===== src/hdl/dmsn_ram.sv =====
module dmsn_ram #(
	parameter int WIDTH = 32,
	parameter int DEPTH = 36
) (
	input  logic                     clk,
	input  logic                     we,
	input  logic [$clog2(DEPTH)-1:0] waddr,
	input  logic [WIDTH-1:0]         wdata,
	input  logic                     re,
	input  logic [$clog2(DEPTH)-1:0] raddr,
	output logic [WIDTH-1:0]         rdata
);

	logic [WIDTH-1:0] mem [DEPTH];

	// one write port, one registered read port
	always_ff @(posedge clk) begin
		if (we) begin
			mem[waddr] <= wdata;
		end
		if (re) begin
			rdata <= mem[raddr];
		end
	end

endmodule


===== config.mk =====
export PLATFORM = sky130hd
export DESIGN_NAME = dmsn_ram
export DESIGN_NICKNAME = d
export VERILOG_FILES = /design/src/hdl/dmsn_ram.sv
export SDC_FILE = /design/constraint.sdc
export NUM_CORES = 1
export LEC_CHECK = 0
export BUFFER_PORTS_ARGS = -buffer_cell sky130_fd_sc_hd__buf_2
export CAP_MARGIN = 25
export CORE_MARGIN = 2
export CORE_UTILIZATION = 40
export CTS_BUF_LIST = sky130_fd_sc_hd__clkbuf_4
export DETAILED_ROUTE_END_ITERATION = 6
export GPL_ROUTABILITY_DRIVEN = 0
export HOLD_SLACK_MARGIN = 0.12
export PLACE_DENSITY = 0.64
export SKIP_CTS_REPAIR_TIMING = 1
export SLEW_MARGIN = 25
export SYNTH_ARGS = -nofsm -noshare
export SYNTH_HDL_FRONTEND = slang
export SYNTH_SLANG_ARGS = --single-unit

===== constraint.sdc =====
create_clock -name clk -period 5.9 [get_ports clk]
set_input_delay 0.59 -clock clk [delete_from_list [all_inputs] [get_ports clk]]
set_output_delay 0.59 -clock clk [all_outputs]
set_load 0.05 [all_outputs]

After elaboration in Yosys (flattened, before gate mapping)
Memory sizes are Yosys's and may differ from the RTL's. A register that Yosys moved wholly into a read port is not among the register bits.
Index checks and enable logic that the tools add are counted.
Widths: inputs -> output; s select.
{ "totals": {"ram_bits": 1152, "inputBits": 47, "mem_count": 1, "output_inout_bits": 32, "reg_bits": 0, "latchBits": 0, "wordCells": 3, "rom_bits": 0} }
{ "classes": {"n_mux": 2, "n_eq_ne": 0, "div_mod_pow": 0, "add_sub_neg": 0, "n_shift": 0, "bitwise_logic": 0, "order_cmp": 0, "reduce_logical": 0, "n_mul": 0} }
{ "memory_table": {"columns": ["memory", "words", "width", "rd", "rd_ports_with_merged_regs", "write_ports", "line", "rtl"], "rows": [
  ["mem", 36, 32, 1, 1, 1, "14", "logic [WIDTH-1:0] mem [DEPTH];"]
]} }
{ "ops": {"columns": ["op", "count"], "rows": [
  ["$mux 1", 2]
]} }

Logic depth before layout (Yosys ltp)
{ "logic_depth": {"depth_word": 2, "ltp_mapped": 8, "mapped_depth_nobuf": 5} }

Worst setup path before layout
Ideal clock, no wire load.
{ "synth_timing": {"path_type": "input to register", "from": "in waddr[2]", "to": "mem mem[25][0] (enable)", "t_arrival_ns": 2.496, "stages": 2, "path_buffers": 0, "setup_slack_ns": 2.983, "path_cell_list": "or3b_2 nor2_1"} }
{ "synth_rtl": {"columns": ["element", "line", "rtl"], "rows": [
  ["start: declaration", "7", "input logic [$clog2(DEPTH)-1:0] waddr,"],
  ["end: declaration", "14", null]
]} }
Straight into the memory's write port.

Worst setup path after layout
{ "layout_timing": {"from": "reg rdata[4], read port of mem", "to": "out rdata[4]"} }
{ "layout_rtl": {"columns": ["element", "line", "rtl"], "rows": [
  ["start: declaration", "11", "output logic [WIDTH-1:0] rdata"]
]} }
No word-level cell between the ends.

==> impl_results.md <==
* Outcome: complete, no violations
* CTS Sinks at 1184
* Warnings from Yosys at 0
* Critical Path RT at between 5 and 6 ns
* Slew HR at 27.9%
* First-pass GRT wire length at 168000 um
* Synth top area cells: edfxtp_1 (77%), mux2i_1 (11%), a22oi_1 (2.1%)
* Wirelength per Cell at 26.6 um
* Initial antenna violation count at 7
* Max incr delay on CP at between 0.5 and 0.6 ns
* Worst-Margin Slew at 1.08 ns
* Cell Chain, Critical Path: buf_2
* Die Span Y at 343 um
* Layout Cells excl Fill at 4395
* Top delay family on crit path: flip-flops
* CP Max Fanout at 1
* Bufs and invs on worst path at 1
* GR Util All Layers at about a fifth
* Worst min path class: input pin to flip-flop
* Final hold vios at 0
* Reg2Reg Depth at 5
* H-tree depth at 5
* Pwr Density at between 300 and 400 nW/um^2
* Clk root buf: clkbuf_4
* Synth area leader: edfxtp_1
* Initial drt markers at 2485
* Reg2reg setup slack at 4.11 ns
* CTS clock-pin slew for the worst setup and hold paths at roughly 0.070 ns
* Share of layout cells above drive strength 1 at approximately a quarter
* Seq/Total Area, Yosys at 77.2%
* Placed Area at 48400 sq um
* Full die area at 118000 sq um
* Setup tns final at 0 ns
* Pin count of the biggest net entering global routing at between 90 and 100
* Row Count at approximately 120
* Mapped Cells at 2345
* Kind of critical path: flip-flop to primary output
* Global route overflow at 0
* Vias at 24.5k
* CTS tree: built
* Setup violators final at 0
* Max Slew Vio Count at 0
* Crit. End Element: primary output
* Final wirelength at 117000 um
* Slowest stage cell, crit path: edfxtp_1
* HPWL Detailed at 61600 um
* Layout overhead on the synthesized area at 13.7%
* Final period util at 44.2%
* Crit path DAT at 2.02 ns
* # port buffers at about 80
* Final min period at around 2.6 ns
* Post-DRT Antenna Nets at 0
* Mapped Nets at approximately 2.4k
* # DRC at 0
* Startpoint types: flip-flop
* Ports at 79
* Clk_lat worst skew at 1.16 ns
* Reg2reg start: mem[16][8]
* Die W at 343 um
* WHS Path Cells at 3
* DRT Pass-1 Iters at 7
* Fmax at 0.383 GHz
* Pleak at about 18 nW
* Hold path endpoint: mem[4][19]
* Vias in the first global route at 24.7k
* RSZ-0062 raised after global routing: no
* Max clock buf depth at 4
* Placed cells at 3854
* Critical hold path startpoint: waddr[2]
* Number of buffers created by CTS at 309
* Count of max-cap constraint violations at 0
* FF-to-FF End: rdata[8]
* Initial core utilization at 40.3%
* Max rail drop VDD at 0.174 mV
* Unique masters post-synth at 27
* Post-route cell area at 52400 sq um
* Mapped Area at approximately 46000 sq um
* Seq cells post-synth at 1184
* NumNets Final at about 2.7k
* Mapped Avg Cell Area at 19.6 sq um
* Core Area at around 110000 sq um
* Routed vias/inst at between 5 and 6
* Top cell type's share of synthesized area at 77.2%
* Clock skew at 0.107 ns
[synth_stat cells]
master    number
edfxtp_1    1184
mux2i_1      512
a22oi_1      128
a21oi_1       64
a22o_1        64
clkbuf_1      58
a221oi_2      51
nor2_1        39
nand2_1       35
mux4_2        32
o22ai_1       32
o41ai_2       32
buf_2         30
buf_4         20
buf_6         17
a221oi_1      13
buf_1         10
nand3b_1       5
clkbuf_4       4
nand3_1        3
nor2b_1        3
buf_8          2
nand2b_1       2
or3b_2         2
and2_1         1
or2_2          1
or3_1          1
[where the power goes]
group / total, mW / switching (mW) / internal (mW)
Combinational: 0.938 / 0.636 / 0.303
Sequential: 9.37 / 0.0333 / 9.34
Clock: 6.58 / 3.12 / 3.46
Total: 16.9 / 3.79 / 13.1
[worst register-to-register path, cell delays in order, from the launching register on]
cell and delay [ns]:
edfxtp_1 0.33, mux2i_1 0.09, a22o_1 0.30, a221oi_2 0.27
o22ai_1 0.24, o41ai_2 0.35
[flip-flops by register name, indices dropped and copies added (netlist names)]
signal and cells:
mem 1152, rdata 32
[routing by layer]
| layer | vias up | routed length, um | global-route usage [%] |
|---|---|---|---|
| met1 | 12600 | 48900 | 27.0 |
| met5 | - | 27 | 0 |
| met2 | 1136 | 56400 | 31.9 |
| li1 | 10600 | - | - |
| met3 | 194 | 9480 | 4.08 |
| met4 | 4 | 2210 | 6.25 |
[per-stage QoR]
stage	utilization (%)	setup WS, ns	power [mW]	hold slack, ns
3_3_place_gp	42.4	2.15	10.5	0.717
5_1_grt	45.8	3.20	17.5	0.172
4_1_cts	45.5	3.17	17.0	-0.172
3_5_place_dp	42.4	2.21	10.5	0.723
6_report	45.8	3.29	16.9	0.237
2_1_floorplan	-	2.98	10.1	0.689
[how the worst max path moves through the flow]
stage	depth (start not counted)	start	endpoint
final	1	rdata[4]	rdata[4]
after global routing	1	rdata[4]	rdata[4]
after CTS	1	rdata[4]	rdata[4]
after detailed placement	5	waddr[5]	mem[15][8]
after global placement	8	raddr[1]	rdata[0]
after floorplan	2	waddr[2]	mem[25][0]
[cell families (layout without fill, tap and decap cells)]
kind of cell	Yosys count	in the layout	share of synthesized area, %
flops	1184	1184	77.2
mux	544	544	12.7
compound gates	384	384	7.48
buf+inv	141	672	1.75
simple gates	92	92	0.864
other cells	0	7	0
[area by class of cell]
class	instances	area [sq um]
fillers	9768	61800
repair buffers	173	1320
clock buffers	422	3170
diodes	7	17.5
flip-flops and latches	1184	35600
well taps	1512	1890
multi-input cells	1020	9990
clock inverters	77	413
[layout by cell type (no fill, tap or decap)]
cell type,instances
or3_1,1
dlygate4sd3_1,34
or3b_2,2
clkinv_1,56
a21oi_1,64
edfxtp_1,1184
a221oi_1,13
nor2b_1,1
diode_2,7
nand2_1,34
a221oi_2,51
a22oi_1,128
clkinvlp_4,2
nand2b_2,2
mux4_2,32
buf_8,1
nor2_1,2
mux2i_1,512
buf_4,53
nor2b_4,2
clkbuf_4,422
clkinv_2,9
nand3_1,3
buf_12,8
nand2_2,1
inv_2,6
o22ai_1,32
a22o_1,64
nor2_4,37
bufinv_16,4
nand3b_1,5
buf_2,76
and2_4,1
buf_16,1
or2_2,1
o41ai_2,32
Note: power is estimated with default switching activity, not from simulation.
