`src/hdl/dmsn_pkg.sv`:
```
package dmsn_pkg;

	// fixed field and datapath widths
	localparam int ELEM_W = 32;
	localparam int S_W    = 48;
	localparam int Q_W    = 64;
	localparam int ACC_W  = Q_W + S_W;
	localparam int E_W    = 96;
	localparam int T_W    = 104;
	localparam int N_W    = 13;
	localparam int F_W    = 16;
	localparam int FEAT_W = 2 * F_W;
	localparam int TQ_W   = 33;
	localparam int QUO_W  = 31;
	localparam int K_W    = 7;
	localparam int DIM_W  = 6;

	// 0.4 in unsigned Q1.15
	localparam logic [F_W-1:0] CLAMP_Q15 = 16'd13107;

	typedef struct packed {
		logic [ELEM_W-1:0] element_value;
		logic              last_element;
	} item_t;

	typedef struct packed {
		logic [DIM_W-1:0] dim_index;
		logic [F_W-1:0]   mean_feature;
		logic [F_W-1:0]   std_feature;
		logic             last_result;
	} result_t;

	// commands into the normalize unit
	typedef struct packed {
		logic load;
		logic start;
	} norm_ctl_t;

	typedef enum logic [1:0] {
		NS_IDLE,
		NS_SEARCH,
		NS_DIV,
		NS_SQRT
	} norm_state_t;

	typedef enum logic [1:0] {
		PASS_SUM,
		PASS_MEAN,
		PASS_STD,
		PASS_GLOB
	} pass_t;

	typedef enum logic [4:0] {
		ST_IDLE,
		ST_DRAIN,
		ST_RD,
		ST_EGO,
		ST_ENERGY,
		ST_TOTAL,
		ST_NLOAD,
		ST_NWAIT,
		ST_DIV,
		ST_CLAMP,
		ST_WRITE,
		ST_GRD,
		ST_GSQ,
		ST_GGO,
		ST_GDIV,
		ST_GWR,
		ST_OUT,
		ST_CLEAR
	} fin_state_t;

endpackage

```
`src/hdl/dmsn_energy.sv`:
```
module dmsn_energy (
	input  logic                    clk,
	input  logic                    arst_n,
	input  logic                    start,
	input  logic [dmsn_pkg::S_W-1:0] s,
	input  logic [dmsn_pkg::Q_W-1:0] q,
	input  logic [dmsn_pkg::N_W-1:0] n,
	output logic                    done,
	output logic [dmsn_pkg::E_W-1:0] em,
	output logic [dmsn_pkg::E_W-1:0] es
);
	import dmsn_pkg::*;

	// partial product schedule
	localparam logic [2:0] MS_HI_HI = 3'd0;
	localparam logic [2:0] MS_HI_LO = 3'd1;
	localparam logic [2:0] MS_LO_LO = 3'd2;
	localparam logic [2:0] MS_N_QHI = 3'd3;
	localparam logic [2:0] MS_N_QLO = 3'd4;
	localparam logic [2:0] MS_ADD   = 3'd5;
	localparam logic [2:0] MS_END   = 3'd6;

	logic           run_q;
	logic [2:0]     step_q;
	logic           done_q;
	logic [S_W-1:0] s_q;
	logic [Q_W-1:0] q_q;
	logic [N_W-1:0] n_q;
	logic [S_W-1:0] prod_q;
	logic [2:0]     pstep_q;
	logic [E_W-1:0] sqa_q;
	logic [E_W-1:0] aa_q;
	logic [E_W-1:0] em_q;
	logic [E_W-1:0] es_q;

	logic [31:0]    ma;
	logic [31:0]    mb;
	logic [63:0]    mul;
	logic [E_W-1:0] addend;

	// operand select for the shared multiplier
	always_comb begin
		ma = '0;
		mb = '0;
		case (step_q)
			MS_HI_HI: begin
				ma = 32'(s_q[S_W-1:24]);
				mb = 32'(s_q[S_W-1:24]);
			end
			MS_HI_LO: begin
				ma = 32'(s_q[S_W-1:24]);
				mb = 32'(s_q[23:0]);
			end
			MS_LO_LO: begin
				ma = 32'(s_q[23:0]);
				mb = 32'(s_q[23:0]);
			end
			MS_N_QHI: begin
				ma = 32'(n_q);
				mb = q_q[Q_W-1:32];
			end
			MS_N_QLO: begin
				ma = 32'(n_q);
				mb = q_q[31:0];
			end
			default: begin
				ma = '0;
				mb = '0;
			end
		endcase
	end

	assign mul = ma * mb;

	// align the previous product
	always_comb begin
		case (pstep_q)
			MS_HI_HI: addend = {prod_q, 48'd0};
			MS_HI_LO: addend = E_W'(prod_q) << 25;
			MS_LO_LO: addend = E_W'(prod_q);
			MS_N_QHI: addend = {prod_q, 48'd0};
			MS_N_QLO: addend = E_W'(prod_q) << 16;
			default:  addend = '0;
		endcase
	end

	// sequencing
	always_ff @(posedge clk or negedge arst_n) begin
		if (!arst_n) begin
			run_q  <= 1'b0;
			step_q <= '0;
			done_q <= 1'b0;
		end else begin
			done_q <= run_q && (step_q == MS_END);
			if (start) begin
				run_q  <= 1'b1;
				step_q <= MS_HI_HI;
			end else if (run_q) begin
				if (step_q == MS_END) begin
					run_q <= 1'b0;
				end
				step_q <= step_q + 3'd1;
			end
		end
	end

	// multiply, accumulate, subtract
	always_ff @(posedge clk) begin
		if (start) begin
			s_q   <= s;
			q_q   <= q;
			n_q   <= n;
			sqa_q <= '0;
			aa_q  <= '0;
		end else if (run_q) begin
			if (step_q <= MS_N_QLO) begin
				prod_q  <= mul[S_W-1:0];
				pstep_q <= step_q;
			end
			if (step_q >= MS_HI_LO && step_q <= MS_ADD) begin
				if (pstep_q <= MS_LO_LO) begin
					sqa_q <= sqa_q + addend;
				end else begin
					aa_q <= aa_q + addend;
				end
			end
			if (step_q == MS_END) begin
				em_q <= sqa_q;
				es_q <= (aa_q >= sqa_q) ? aa_q - sqa_q : '0;
			end
		end
	end

	assign done = done_q;
	assign em   = em_q;
	assign es   = es_q;

endmodule

```
`config.mk`:
```
export PLATFORM = sky130hd
export DESIGN_NAME = dmsn_energy
export DESIGN_NICKNAME = d
export VERILOG_FILES = /design/src/hdl/dmsn_pkg.sv /design/src/hdl/dmsn_energy.sv
export SDC_FILE = /design/constraint.sdc
export NUM_CORES = 2
export LEC_CHECK = 0
export BUFFER_PORTS_ARGS = -buffer_cell sky130_fd_sc_hd__buf_2
export CORE_ASPECT_RATIO = 1.5
export CORE_UTILIZATION = 55
export DETAILED_ROUTE_END_ITERATION = 16
export HOLD_SLACK_MARGIN = 0.05
export PLACE_DENSITY = 0.73
export SLEW_MARGIN = 40
export SYNTH_ARGS = -nofsm -noshare
export SYNTH_HDL_FRONTEND = slang
export SYNTH_SLANG_ARGS = --single-unit
```
`constraint.sdc`:
```
create_clock -name clk -period 11.9 [get_ports clk]
set_input_delay 1.19 -clock clk [delete_from_list [all_inputs] [get_ports clk]]
set_output_delay 1.19 -clock clk [all_outputs]
set_load 0.01 [all_outputs]
```
* Word level (Yosys, flattened, before mapping)
Index checks and enable logic that the tools add are counted.
Storage, ports and cells: register bits 565, input bits 128, output and inout port bits 193, word-level logic and storage cells 54
Operators by class: add/sub/neg operators 4, multipliers 1, magnitude comparators 5, equal/unequal tests 9, multiplexer cells 8, bitwise logic cells 2, reductions and logical operators 13
Operators with widths (count):
- $pmux 96 s4 | 1
- $add 96x96->96 | 2
- $pmux 32 s4 | 1
- $ge 96x96->1 | 1
- $sub 96x96->96 | 1
- $pmux 24 s3 | 1
- $mul 32x32->48 | 1
- $eq 3x2->1 const B | 4
- $reduce_and 3->1 | 4
- $eq 3x3->1 const B | 3
- $reduce_or 2->1 | 4
- $eq 3x1->1 const B | 2
- $le 3x3->1 const B | 2
- $logic_not 3->1 | 2
- $mux 3 | 2
- $add 3x1->3 const B | 1
- $ge 3x1->1 const B | 1
- $le 3x2->1 const B | 1
- $mux 1 | 3
- $logic_and 1x1->1 | 2
- $not 1->1 | 2
- $reduce_bool 2->1 | 1

* Logic depth before layout (Yosys ltp)
depth after elaboration 4, gate-level depth with buffers 39, gate-level depth less buffers 35

* Worst setup path after synthesis
OpenSTA, ideal clock, no wires.
path kind input to register, start input start, end register em_q[0] (netlist: em[0]) (enable), setup time 747 ps, arrival time 9503 ps, data required time 11153 ps, slack 1650 ps, cell stages on the path 3, buffers on the path 1, cell sequence clkbuf_1 > nand2b_1 > nor2_1
On the way: word-level cells in the longest chain between the ends 2
Ends and longest elaborated chain:
- start: declaration | line dmsn_energy.sv:4 | input logic start,
- $not 1->1 (no line)
- $reduce_and 3->1 (no line)
- end signal: assignment | line dmsn_energy.sv:128 | em_q <= sqa_q;
- end: declaration | line dmsn_energy.sv:33 | logic [E_W-1:0] em_q;
Every way passes these cells. A chain may end at the register's enable or synchronous reset.

* Worst setup path in the final report
start register step_q[1], end register prod_q[33], data pin
On the way: word-level cells in the longest chain between the ends 4, elaborated cells between the ends (all ways) 11, classes of those cells mul: 1; eq/ne: 4; mux: 2; reduce/logical: 4
Ends and longest elaborated chain:
- start: declaration | line dmsn_energy.sv:24 | logic [2:0] step_q;
- start signal: assignment | line dmsn_energy.sv:102 | step_q <= step_q + 3'd1;
- $eq 3x2->1 (tied with other cells) | line dmsn_energy.sv:45 | case (step_q)
- $reduce_or 2->1 (no line)
- $pmux 32 s4 or $pmux 24 s3 (tied branches) | line dmsn_energy.sv:45
- $mul 32x32->48 * | line dmsn_energy.sv:73 | assign mul = ma * mb;
- net mul[33] | line dmsn_energy.sv:38 | logic [63:0] mul;
- end signal: assignment | line dmsn_energy.sv:117 | prod_q <= mul[S_W-1:0];
- end: declaration | line dmsn_energy.sv:29 | logic [S_W-1:0] prod_q;
The timed path passes the listed nets; every way through them passes the cells marked *.

==> flow_summary_export.csv <==
group,metric,value,unit
setup_path,ff2ff_setup_slack,1.71,ns
setup_path,r2r_cells,36,
global_routing,first_global_vias,52511,
clock_tree,cts_buffer_depth,3,
setup_path,required,12.31,ns
timing,final.period_utilization,0.857,
placement,placedCellCount,8486,
timing,grt_setup_unrepaired,"no",
yosys,yosysTopAreaCellShare,0.210,
global_routing,grt.total_usage,0.371,
detailed_routing,wl_met3,15000,µm
setup_path,endpoint_kind,"flip-flop",
timing,hold_ws,0.405,ns
setup_path,endpoint,"prod_q[33]",
final_layout,syn_to_final_growth,8.02,%
timing,slew_violations,0,
final_layout,fin_cells,8595,
setup_path,crit_start,"step_q[1]",
global_routing,antenna_found_initial,1,
detailed_routing,drtIter0Drc,4553,
clock_tree,cts_tree,"yes",
timing,relSlewSlack,0.394,
die,rows,148,
clock_tree,holdBufCountCts,0,
placement,dpl_cell_area,0.0634,mm²
setup_path,r2r-start,"step_q[1]",
setup_path,rr_endpoint,"prod_q[33]",
setup_path,crit_type,"flip-flop to flip-flop",
detailed_routing,postRouteAntennaNets,0,
timing,hold_viol,0,
global_routing,overflow,0,
setup_path,crit_fanout,28,
placement,placement.io_buffers,320,
yosys,synth-edff-count,368,
detailed_routing,vias,52182,
detailed_routing,routed.top_layer,"met4",
clock_tree,cts-root-buf,"clkbuf_16",
clock_tree,clk_pin_slew,0.07,ns
clock_tree,insertion_delay,0.69,ns
setup_path,slowest_stage,"nand2_1",
yosys,synth.distinct_cells,88,
timing,setup_viol,0,
final_layout,design_area,0.0654,mm²
global_routing,grt_pass1_wl,311000,µm
setup_path,cpMostUsedCell,"inv_1",
clock_tree,cts_setup_buffers,0,
clock_tree,cts_buffers,55,
setup_path,cp-start-kind,"flip-flop",
die,io_pins,321,
yosys,synthesis.area,0.0605,mm²
global_routing,grt_start_max_net_pins,87,
job,cap_violations,0,
yosys,synth_largest_area_cell,"fa_1",
placement,gp_congestion,1.12,
timing,max_freq,98.1,MHz
die,fp.coreArea,0.109,mm²
yosys,syn_inst,7025,
die,die_height,408,µm
placement,post-dp-hpwl,168000,µm
die,dieWidth,273,µm
timing,finalSetupTns,0,ns
yosys,syn_area_per_cell,8.62,µm²
yosys,syn_nets,8218,
detailed_routing,drc,0,
yosys,synthArstFlopShare,0.00885,
timing,skew,0.0329,ns
yosys,synth-seq-cells,565,
setup_path,arrival,10.61,ns
timing,fin_crit,10.19,ns
detailed_routing,routed_wl,207000,µm
yosys,yosysSeqAreaShare,0.248,
yosys,synth_area_leaders,"fa_1, edfxtp_1, ha_1",
detailed_routing,avgRoutedWirePerCell,24.1,µm
detailed_routing,met1_length,75400,µm
die,die_area,0.111,mm²
detailed_routing,first_pass_iters,7,
clock_tree,cts_resized,0,
status,status,"finished, final reports clean",
die,start_util,0.556,
yosys,yosys_warnings,0,
detailed_routing,wl_met2,98100,µm
final_layout,drive_gt1_frac,0.0872,
final_layout,fin_nets,8311,
clock_tree,h-tree-depth,2,
clock_tree,cts_sinks,565,
setup_path,critPathMaxStageDelay,0.69,ns
min_path,hold_path.class,"primary input to asynchronous set/reset pin",
detailed_routing,vias_per_cell,6.07,
timing,tightest_slew,0.909,ns
yosys,synthFlopType,"edfxtp_1",
-- worst min-delay path by stage --
stage	from	endpoint	slack, ns	depth (start not counted)
floorplan	step_q[2]	pstep_q[2]	0.42	0
global placement	aa_q[0]	aa_q[0]	0.47	2
detailed placement	aa_q[0]	aa_q[0]	0.49	2
CTS	arst_n	done	0.37	1
global route	arst_n	run_q	0.39	1
finish	arst_n	done	0.40	1
-- cell families after synthesis --
kind of cell	count (synthesis)	share of synthesized area
AOI/OAI and AO/OA	1511	0.159
xor gates and xnor gates	319	0.0462
adders and majority gates	1065	0.299
buffers and inverters	1233	0.0769
DFF	565	0.248
muxes	49	0.00910
and+or+nand+nor	2283	0.162
-- cell type report --
class                      count  area [µm²]
multi-input combinational   5227       41000
timing repair buffer         402        2320
clock inverter                43         561
clock buffer                  61        1400
fill                        9791       43500
sequential                   565       15000
antenna                        5        12.5
tap                         1425        1780
inverter                     867        3250
-- per-layer routing --
metal / vias up / track usage
met5: - / 0
met4: 0 / 0.267
met3: 825 / 0.0523
met2: 2668 / 0.626
met1: 25035 / 0.429
li1: 23654 / -
-- synth_stat cells (66+ instances only) --
library cell  instances
nand2_1            1119
inv_1               867
fa_1                635
nor2_1              630
a21oi_1             510
ha_1                430
edfxtp_1            368
clkbuf_1            330
o21ai_0             254
a21o_1              226
dfxtp_1             192
xnor2_1             191
xor2_1              128
nand4_1             104
nand3_1              93
a22oi_1              86
and2_1               70
nor3_1               68
o21bai_1             66
-- layout by cell type (no fill, tap or decap), types with 44 or more instances in the layout --
cell and count:
xnor2_1 191, buf_2 319, xor2_1 128, nand3_1 91, a31oi_1 49, buf_4 71, dfxtp_1 192, o21ai_0 253
mux2_2 48, a22oi_1 86, and2_1 68, fa_1 635, nand4_1 104, ha_1 429, a21o_1 226, nor3_1 67
edfxtp_1 368, nand2_1 1113, a211oi_1 44, a21oi_1 507, nor2_1 618, and3_1 47, inv_1 867, clkbuf_16 55
o21bai_1 66
-- metrics by stage --
stage,utilization,worst slack (ns)
after detailed placement,0.582,1.91
after global routing,0.600,1.23
final,0.601,1.71
after global placement,0.581,1.67
after floorplan,-,1.65
after CTS,0.600,1.90
-- critical path: cells and delay by family (launching register included) --
kind            cells  cell delay, ns
simple gates        5            1.74
compound gates     11            2.22
buf+inv            10            0.86
flops               1            0.45
xor+xnor            1            0.15
fa+ha+maj           9            4.49
-- registers in the layout (all words and copies together) (netlist names) --
signal   count
q_q         64
s_q         48
pstep_q      3
aa_q        96
prod_q      48
es          96
step_q       3
done         1
em          96
sqa_q       96
run_q        1
n_q         13
Power is not shown: default switching activity piles up to over one toggle a cycle in this logic, so the estimate is an artifact.
