===== config.mk =====
export PLATFORM = sky130hd
export DESIGN_NAME = dmsn_norm
export DESIGN_NICKNAME = d
export VERILOG_FILES = /design/src/hdl/dmsn_pkg.sv /design/src/hdl/dmsn_norm.sv
export SDC_FILE = /design/constraint.sdc
export NUM_CORES = 1
export LEC_CHECK = 0
export BUFFER_PORTS_ARGS = -buffer_cell sky130_fd_sc_hd__buf_2
export CAP_MARGIN = 40
export CORE_MARGIN = 2
export CORE_UTILIZATION = 42
export DETAILED_ROUTE_END_ITERATION = 10
export HOLD_SLACK_MARGIN = 0.08
export MAX_ROUTING_LAYER = met4
export PLACE_DENSITY = 0.68
export SYNTH_ARGS = -nofsm -noshare
export SYNTH_HDL_FRONTEND = slang
export SYNTH_SLANG_ARGS = --single-unit

===== constraint.sdc =====
create_clock -name clk -period 20.9 [get_ports clk]
set_input_delay 2.09 -clock clk [delete_from_list [all_inputs] [get_ports clk]]
set_output_delay 2.09 -clock clk [all_outputs]
set_load 0.05 [all_outputs]

===== src/hdl/dmsn_pkg.sv =====
package dmsn_pkg;

	// fixed field and datapath widths
	localparam int ELEM_W = 32;
	localparam int S_W    = 48;
	localparam int Q_W    = 64;
	localparam int ACC_W  = Q_W + S_W;
	localparam int E_W    = 96;
	localparam int T_W    = 104;
	localparam int N_W    = 13;
	localparam int F_W    = 16;
	localparam int FEAT_W = 2 * F_W;
	localparam int TQ_W   = 33;
	localparam int QUO_W  = 31;
	localparam int K_W    = 7;
	localparam int DIM_W  = 6;

	// 0.4 in unsigned Q1.15
	localparam logic [F_W-1:0] CLAMP_Q15 = 16'd13107;

	typedef struct packed {
		logic [ELEM_W-1:0] element_value;
		logic              last_element;
	} item_t;

	typedef struct packed {
		logic [DIM_W-1:0] dim_index;
		logic [F_W-1:0]   mean_feature;
		logic [F_W-1:0]   std_feature;
		logic             last_result;
	} result_t;

	// commands into the normalize unit
	typedef struct packed {
		logic load;
		logic start;
	} norm_ctl_t;

	typedef enum logic [1:0] {
		NS_IDLE,
		NS_SEARCH,
		NS_DIV,
		NS_SQRT
	} norm_state_t;

	typedef enum logic [1:0] {
		PASS_SUM,
		PASS_MEAN,
		PASS_STD,
		PASS_GLOB
	} pass_t;

	typedef enum logic [4:0] {
		ST_IDLE,
		ST_DRAIN,
		ST_RD,
		ST_EGO,
		ST_ENERGY,
		ST_TOTAL,
		ST_NLOAD,
		ST_NWAIT,
		ST_DIV,
		ST_CLAMP,
		ST_WRITE,
		ST_GRD,
		ST_GSQ,
		ST_GGO,
		ST_GDIV,
		ST_GWR,
		ST_OUT,
		ST_CLEAR
	} fin_state_t;

endpackage


===== src/hdl/dmsn_norm.sv =====
module dmsn_norm (
	input  logic                      clk,
	input  logic                      arst_n,
	input  dmsn_pkg::norm_ctl_t       ctl,
	input  logic [dmsn_pkg::T_W-1:0]  total,
	input  logic [dmsn_pkg::T_W-1:0]  energy,
	output logic                      done,
	output logic [dmsn_pkg::F_W-1:0]  feature
);
	import dmsn_pkg::*;

	norm_state_t      state_q;
	norm_state_t      state_d;
	logic             done_q;
	logic             done_d;
	logic [T_W-1:0]   tot_q;
	logic [K_W-1:0]   k_q;
	logic             zero_q;
	logic [TQ_W:0]    rem_q;
	logic [QUO_W-1:0] quo_q;
	logic [4:0]       cnt_q;
	logic [F_W-1:0]   root_q;

	logic [T_W-1:0]   e_shift;
	logic [TQ_W-1:0]  tq;
	logic             rem_ge;
	logic [TQ_W:0]    rem_sub;
	logic [F_W-1:0]   trial;
	logic [2*F_W-1:0] trial_sq;
	logic             search_more;

	assign tq          = tot_q[TQ_W-1:0];
	assign e_shift     = energy >> k_q;
	assign rem_ge      = rem_q >= {1'b0, tq};
	assign rem_sub     = rem_ge ? rem_q - {1'b0, tq} : rem_q;
	assign trial       = root_q | (F_W'(1) << cnt_q[3:0]);
	assign trial_sq    = trial * trial;
	assign search_more = tot_q[T_W-1:TQ_W] != '0;

	// next state
	always_comb begin
		state_d = state_q;
		done_d  = 1'b0;
		case (state_q)
			NS_IDLE: begin
				if (ctl.load) begin
					state_d = NS_SEARCH;
				end else if (ctl.start) begin
					if (zero_q) begin
						done_d = 1'b1;
					end else begin
						state_d = NS_DIV;
					end
				end
			end
			NS_SEARCH: begin
				if (!search_more) begin
					state_d = NS_IDLE;
					done_d  = 1'b1;
				end
			end
			NS_DIV: begin
				if (cnt_q == '0) begin
					state_d = NS_SQRT;
				end
			end
			NS_SQRT: begin
				if (cnt_q == '0) begin
					state_d = NS_IDLE;
					done_d  = 1'b1;
				end
			end
			default: state_d = NS_IDLE;
		endcase
	end

	always_ff @(posedge clk or negedge arst_n) begin
		if (!arst_n) begin
			state_q <= NS_IDLE;
			done_q  <= 1'b0;
		end else begin
			state_q <= state_d;
			done_q  <= done_d;
		end
	end

	// shift search, restoring divide, bitwise root
	always_ff @(posedge clk) begin
		case (state_q)
			NS_IDLE: begin
				if (ctl.load) begin
					tot_q  <= total;
					k_q    <= '0;
					zero_q <= total == '0;
				end else if (ctl.start) begin
					rem_q  <= {1'b0, e_shift[TQ_W-1:0]};
					quo_q  <= '0;
					cnt_q  <= 5'(QUO_W - 1);
					root_q <= '0;
				end
			end
			NS_SEARCH: begin
				if (search_more) begin
					tot_q <= tot_q >> 1;
					k_q   <= k_q + K_W'(1);
				end
			end
			NS_DIV: begin
				quo_q <= {quo_q[QUO_W-2:0], rem_ge};
				rem_q <= {rem_sub[TQ_W-1:0], 1'b0};
				cnt_q <= (cnt_q == '0) ? 5'(F_W - 1) : cnt_q - 5'd1;
			end
			NS_SQRT: begin
				if (trial_sq <= 32'(quo_q)) begin
					root_q <= trial;
				end
				cnt_q <= cnt_q - 5'd1;
			end
			default: begin
				cnt_q <= '0;
			end
		endcase
	end

	assign done    = done_q;
	assign feature = root_q;

endmodule

* Yosys cells after proc, flatten, opt, wreduce, memory -nomap -nowiden
Index checks and enable logic that the tools add are counted.
** Word-level totals
- Input bits :: 212
- Register bits after elaboration :: 201
** Operators by class
- Order comparisons :: 2
- Reduce and logical (&&, ||, !) cells :: 14
- Eq/ne operators :: 13
- Add/subtract/negate cells :: 3
- Shift operators :: 2
- Bitwise gates (word level) :: 1
- Multiplexer cells :: 34
- Multipliers :: 1
** Operator list (count)
- $mux W104 :: 2
- $pmux W104 S2 :: 1
- $logic_not A104 Y1 :: 1
- $shr A104 B7 Y33 :: 1
- $reduce_bool A71 Y1 :: 1
- $mux W34 :: 2
- $pmux W34 S2 :: 1
- $mux W31 :: 2
- $pmux W31 S2 :: 1
- $mux W16 :: 3
- $ge A34 B33 Y1 :: 1
- $mux W33 :: 1
- $sub A33 B33 Y33 :: 1
- $le A32 B31 Y1 :: 1
- $mul A16 B16 Y32 :: 1
- $pmux W16 S2 :: 1
- $ne A2 B2 Y1 const B :: 8
- $or A16 B16 Y16 :: 1
- $shl A1 B4 Y16 const A :: 1
- $mux W5 :: 3
- $pmux W5 S3 :: 1
- $mux W7 :: 2
- $pmux W7 S2 :: 1
- $mux W2 :: 6
- 16 further kinds :: 26

* Logic depth before layout (Yosys ltp)
Gate-level depths: netlist of the first run.
- Depth after elaboration :: 6
- Depth in mapped cells :: 38
- Depth with buffers taken out :: 38

* Least setup slack after synthesis of the first run
No wires, ideal clock.
- Path type :: reg2reg
- From :: register cnt_q[2]
- To :: register root_q[0] (netlist: feature[0]), enable pin
- Data required time :: 20.486 ns
- Library setup time :: 0.414 ns
- Data arrival time :: 9.123 ns
- Stages on the path, launching flop included :: 36
- Setup slack :: 11.363 ns
- Clock period less this slack :: 9.537 ns
- Cells stage by stage :: edfxtp_1 clkbuf_1 nor2_1 a21oi_1 clkinv_1 nand2_1 inv_1 fa_1 inv_1 fa_1 inv_1 fa_1 inv_1 fa_1 inv_1 fa_1 inv_1 fa_1 inv_1 ha_1 a21oi_1 o22ai_1 a21o_1 o21a_1 o21a_1 o311a_1 o31ai_1 xnor2_1 ha_1 nand2_1 nor3_1 nand4_1 a21oi_1 o311a_1 o21ai_0 o31ai_1
** Between the ends
- Word-level cells in the longest chain between the ends :: 6
** RTL lines
- start, declared :: RTL line dmsn_norm.sv:21 : logic [4:0] cnt_q;
- start signal, assigned :: RTL line dmsn_norm.sv:98 : cnt_q <= 5'(QUO_W - 1);
- start signal, assigned :: RTL line dmsn_norm.sv:111 : cnt_q <= (cnt_q == '0) ? 5'(F_W - 1) : cnt_q - 5'd1;
- start signal, assigned :: RTL line dmsn_norm.sv:117 : cnt_q <= cnt_q - 5'd1;
- $shl A1 B4 Y16 :: RTL line dmsn_norm.sv:36 : assign trial = root_q | (F_W'(1) << cnt_q[3:0]);
- $or A16 B16 Y16 :: RTL line dmsn_norm.sv:36
- named net trial[3] :: RTL line dmsn_norm.sv:28 : logic [F_W-1:0] trial;
- $mul A16 B16 Y32 :: RTL line dmsn_norm.sv:37 : assign trial_sq = trial * trial;
- $le A32 B31 Y1 :: RTL line dmsn_norm.sv:114 : if (trial_sq <= 32'(quo_q)) begin
- $ne A2 B2 Y1 (no line)
- $reduce_and A4 Y1 (no line)
- end signal, assigned :: RTL line dmsn_norm.sv:115 : root_q <= trial;
- end, declared :: RTL line dmsn_norm.sv:22 : logic [F_W-1:0] root_q;
The timed path passes the listed nets, and every way through them passes these cells.
A chain may end at the register's enable or synchronous reset.

* Final worst setup path of the first run
- From :: register cnt_q[0]
- To :: register root_q[14] (netlist: feature[14]), enable pin
Same word-level chain as after synthesis.

==> out/metrics.csv, run 1 <==
metric,value,unit
multiInputGateArea,17400,sq um
end_kind,flip-flop,
synth_top_flop_cell,edfxtp_1,
swShare,23.9,%
grtUsageTotal,23.9,%
path_max_fanout,16,
p_int,0.747,mW
start_util,42.2,%
syn_area,25300,sq um
critical_path_arrival,10110,ps
ant_nets,0,
synth_edf_count,198,
fp.dieArea,62300,sq um
grt_pass1_vias,21100,
place_congestion,0.941,
yosys_register_bits,201,
skew,25.7,ps
ctsResizeCount,0,
grt_max_degree,129,
synth.distinct_cells,82,
final_util,46.4,%
p_total,0.982,mW
core_area,60000,sq um
seq_area_frac_synth,23.8,%
via_count,21800,
numPortBuffers,228,
antenna_found_initial,7,
die_w,250,microns
ir_drop,0.0530,mV
status,finished clean,
async_flop_share,1.49,%
comb_power_share,10.2,%
fp-row-count,90,
fmax,0.101,GHz
cp_common_cell,inv_1,
critPathLaunchType,flip-flop,
synthCells,2856,
tritoncts,yes,
nets,3525,
syn_area_per_cell,8.87,sq um
max_slew_margin,35.8,%
globalRouteOverflowTotal,0,
worst_slack,11000,ps
p_sw,0.235,mW
tightestPinTransition,963,ps
clockRootBuffer,clkbuf_16,
rsz0062_at_grt,false,
period_needed,9900,ps
syn-num-nets,3397,
syn2layout_area_growth,9.95,%
place_hpwl,57600,microns
grt_pass1_wl,116000,microns
vias_per_cell,5.77,
synth_warnings,0,
routed_wl,73100,microns
clkLatencyLatePin,550,ps
synth_top_cell_by_area,edfxtp_1,
synth_top_area_share,23.5,%
wire_per_inst,19.3,microns
timing.final.crit_share,47.4,%
drive_gt1_share,15.6,%
firstDrtPassIters,5,
cts_inserted_buffers,23,
power.density,35.2,nW/um^2
cp.required,21110,ps
synth.area.top_cells,"edfxtp_1 (23%), fa_1 (13%), mux4_2 (9.2%)",
hold_viol_final,0,
critical-path-max-stage-delay,760,ps
clk_pin_slew,70,ps
dpl.cell_count,3741,
cellLeakagePower,12.2,nW
clockPowerShare,45.3,%
hold_path.class,flip-flop to flip-flop,
cap_violations,0,
setup_tns,0,ps
setup_viol,0,
fill_cells,5802,
slowest_stage,a21oi_1,
maxSlewViolCount,0,
cts_hold_buf,0,
die_h,250,microns
clk_path_buf_depth,3,
ioPinCount,229,
drc,0,
pre_cts_ws,11220,ps
htree_levels,1,
critPathKind,flip-flop to flip-flop,
seqCellArea,6020,sq um
drt_iter0_markers,2111,
cts_sinks,201,
final_cells,3788,
pwr-share-seq,44.5,%
cts_setup_buffers,0,
## synthesized netlist by cell type (all sizes together) (16+ instances only)
| library cell | instances |
|---|---|
| o21ai | 138 |
| nor3 | 25 |
| a211oi | 24 |
| o22ai | 22 |
| buf | 67 |
| mux2i | 119 |
| nand2 | 560 |
| nor2b | 16 |
| a21oi | 139 |
| fa | 163 |
| xor2 | 19 |
| nand4 | 25 |
| clkbuf | 88 |
| a21o | 44 |
| inv | 314 |
| a31oi | 25 |
| ha | 166 |
| nor2 | 254 |
| edfxtp | 198 |
| nor4 | 48 |
| nand3 | 24 |
| o211ai | 22 |
| mux4 | 104 |
| xnor2 | 43 |
| mux2 | 31 |
## area by class of cell
| cell class | instances | area share (%) |
|---|---|---|
| multi-input cells | 2180 | 62.5 |
| clock buffers | 25 | 2.09 |
| inverters | 320 | 4.31 |
| clock inverters | 16 | 0.835 |
| flip-flops and latches | 201 | 21.6 |
| repair buffers | 258 | 5.04 |
| diodes | 6 | 0.0539 |
| well taps | 782 | 3.51 |
## logic make-up after synthesis
group                      Yosys count  synth area share (%)
buffers and inverters              475                  7.70
AOI/OAI and AO/OA                  522                  13.1
DFF                                201                  23.8
muxes                              254                  15.3
and+or+nand+nor                   1012                  16.8
adders and majority gates          330                  21.1
xor gates and xnor gates            62                  2.14
## per-stage QoR
stage               hold WS [ps]  area (sq um)
floorplan                    486         25300
global placement             522         27000
detailed placement           526         27000
CTS                          541         27900
global route                 571         27900
finish                       540         27900
## critical path: cells and delay by family, from the launching register on
kind                       cells  cell delay, ps
adders and majority gates      9            3930
AOI/OAI and AO/OA             12            2950
buffers and inverters         10            1350
and+or+nand+nor                6             740
DFF                            1             430
xor gates and xnor gates       1             150
## power groups by stage
stage | sequential (mW) | combinational [mW] | clock, mW
floorplan | 0.445 | 0.0463 | 0
global placement | 0.445 | 0.0969 | 0
detailed placement | 0.445 | 0.0972 | 0
CTS | 0.437 | 0.0976 | 0.453
global route | 0.437 | 0.107 | 0.468
finish | 0.437 | 0.100 | 0.445
## final timing paths
check / endpoint / from / depth (start not counted) / slack (ps)
hold reg to reg: tot_q[73]$_DFFE_PP_ / tot_q[74]$_DFFE_PP_ / 2 / 540
setup / recovery: feature[14]$_SDFFCE_PN0P_ / cnt_q[0]$_DFFE_PP_ / 38 / 11000
hold / removal: tot_q[73]$_DFFE_PP_ / tot_q[74]$_DFFE_PP_ / 2 / 540
min in group asynchronous: done$_DFF_PN0_ / arst_n / 1 / 1330
max in group asynchronous: state_q[0]$_DFFE_PN0P_ / arst_n / 1 / 19450
setup reg to reg: feature[14]$_SDFFCE_PN0P_ / cnt_q[0]$_DFFE_PP_ / 38 / 11000
## sequential cells by signal, summed over array words and instances (netlist names)
name,count
quo_q,31
done,1
cnt_q,5
rem_q,34
state_q,2
tot_q,104
k_q,7
zero_q,1
feature,16
## layout by cell type, fill, tap and decap left out, drive strengths merged, types with 16 or more instances in the layout
cell type	instances
buf	258
xor2	19
a211oi	24
nand4	25
ha	166
o21ai	138
inv	316
fa	163
edfxtp	198
nor2b	16
nor4	48
o211ai	22
mux2	31
o22ai	22
clkbuf	25
mux4	104
nor3	25
nor2	254
mux2i	119
nand2	560
a21o	44
xnor2	43
a21oi	139
nand3	24
a31oi	25
## routing by layer
layer  up-vias  share of wire, %  wire length (microns)  global-route usage, %
met5         -                 0                      0                      -
met4         0               3.0                   2170                   7.28
met3       135               7.4                   5410                   3.15
met2       916                45                  32600                   35.5
met1     10500                45                  32900                   34.0
li1      10300                 -                      -                      -
Power figures use the tool's default switching activity.
==> run 2, diff against run 1 <==
- clock period: 20.9 -> 9.4 ns (I/O delays scaled with it)
==> out/metrics.csv, run 2 (synthesis results as in run 1) <==
metric,value,unit
reg2reg_from,cnt_q[2]$_DFFE_PP_,
via_count,22000,
routed_wl,73000,microns
critPathLaunchType,flip-flop,
clkLatencyLatePin,550,ps
setup_viol,0,
htree_levels,1,
tritoncts,yes,
tightestPinTransition,934,ps
clk_pin_slew,60,ps
use_met2,34.9,%
cp_common_cell,fa_1,
firstDrtPassIters,5,
status,finished clean,
grtUsageTotal,23.5,%
hold_viol_final,0,
use_met1,33.7,%
layout_commonest_cell,nand2_1,
grt-busiest-layer,met2,
clockRootBuffer,clkbuf_16,
ff2ff_setup_slack,510,ps
cts_hold_buf,0,
numPortBuffers,228,
antenna_found_initial,4,
die_h,250,microns
final_util,46.6,%
clk_path_buf_depth,3,
period_needed,8890,ps
globalRouteOverflowTotal,0,
grt_max_degree,129,
cts_inserted_buffers,22,
hold_path.class,input pin to async pin,
grtUsageMet3,2.76,%
cap_violations,0,
drive_gt1_share,16.6,%
place_congestion,0.966,
place_area,27100,sq um
maxSlewViolCount,0,
r2r_cells,32,
critPathKind,flip-flop to flip-flop,
critical-path-max-stage-delay,570,ps
core_area,60000,sq um
top_regs,"tot_q x104, rem_q x34, quo_q x31",
fmax,0.112,GHz
grt_pass1_vias,20800,
skew,26.5,ps
power.density,74.0,nW/um^2
place_hpwl,57500,microns
drc,0,
largest_reg_flops,104,
ioPinCount,229,
ant_nets,0,
end_kind,flip-flop,
syn2layout_area_growth,10.4,%
slowest_stage,fa_1,
critical_path_arrival,9120,ps
cp.required,9620,ps
grt_pass1_wl,114000,microns
ir_drop,0.135,mV
drt_iter0_markers,2031,
wire_per_inst,19.2,microns
top_register,tot_q,
path_max_fanout,16,
start_util,42.2,%
timing.final.crit_share,94.6,%
die_w,250,microns
vias_per_cell,5.78,
nets,3546,
cts_sinks,201,
max_slew_margin,37.7,%
design_area,28000,sq um
fp-row-count,90,
worstReg2RegEnd,feature[5]$_SDFFCE_PN0P_,
cellLeakagePower,12.3,nW
final_cell_mix,"nand2_1 (559), inv_1 (308), nor2_1 (250)",
fp.dieArea,62300,sq um
==> run 2: changes by cell type in the layout (fill, tap and decap cells not counted), sizes merged <==
cell and delta:
inv +1, buf +22, clkinvlp +1, diode -3, bufinv -4, clkinv -4
clkbuf +5
==> run 2: worst max-delay path by stage <==
stage | start | to | slack [ps] | depth (start not counted)
2_1_floorplan | cnt_q[2]$_DFFE_PP_ | feature[0]$_SDFFCE_PN0P_ | 320 | 35
3_3_place_gp | cnt_q[2]$_DFFE_PP_ | feature[5]$_SDFFCE_PN0P_ | 520 | 31
3_5_place_dp | cnt_q[2]$_DFFE_PP_ | feature[14]$_SDFFCE_PN0P_ | 340 | 31
4_1_cts | cnt_q[2]$_DFFE_PP_ | feature[5]$_SDFFCE_PN0P_ | 310 | 31
5_1_grt | cnt_q[2]$_DFFE_PP_ | feature[11]$_SDFFCE_PN0P_ | -20 | 33
6_report | cnt_q[2]$_DFFE_PP_ | feature[5]$_SDFFCE_PN0P_ | 510 | 32
==> run 2: area by class of cell <==
class,instances,area (sq um)
Inverter,320,1200
Clock buffer,30,601
Multi-Input combinational cell,2180,17500
Sequential cell,201,6020
Tap cell,782,978
Clock inverter,10,119
Timing Repair Buffer,280,1570
Fill cell,5791,32000
Antenna cell,3,7.51
==> run 2: power by group <==
part / internal [mW] / switching, mW / total, mW
registers: 0.971 / 0 / 0.971
clock network: 0.485 / 0.391 / 0.876
logic: 0.0987 / 0.123 / 0.222
total: 1.56 / 0.514 / 2.07
==> run 2: routing by layer <==
layer | wire length, microns | up-vias | share of wire, %
met1 | 32900 | 10600 | 45
met5 | 0 | - | 0
met3 | 5510 | 141 | 7.5
met4 | 2150 | 0 | 2.9
li1 | - | 10300 | -
met2 | 32400 | 930 | 44
==> run 2: timing repair <==
| item | in CTS | in global routing |
|---|---|---|
| buffers inserted | 0 | 10 |
| setup endpoints to repair | 0 | 16 |
| resized for setup | 0 | 22 |
==> run 2: critical path: cells and delay by family, from the launching register on <==
kind	cells	cell delay (ps)
buffers and inverters	5	620
AND/OR/NAND/NOR	5	850
XOR/XNOR	1	100
flip-flops	1	550
AO/OA/AOI/OAI	13	2580
adder cells (fa/ha/maj)	8	3830
==> run 2: metrics by stage <==
stage / worst slack (ps) / hold WS (ps) / TNS (ps) / cells / total power, mW
2_1_floorplan: 319 / 486 / 0 / 2856 / 1.09
3_3_place_gp: 523 / 519 / 0 / 3748 / 1.21
3_5_place_dp: 340 / 526 / 0 / 3753 / 1.21
4_1_cts: 311 / 160 / 0 / 3793 / 2.09
5_1_grt: -16.9 / 169 / -160 / 3806 / 2.13
6_report: 508 / 181 / 0 / 3806 / 2.07
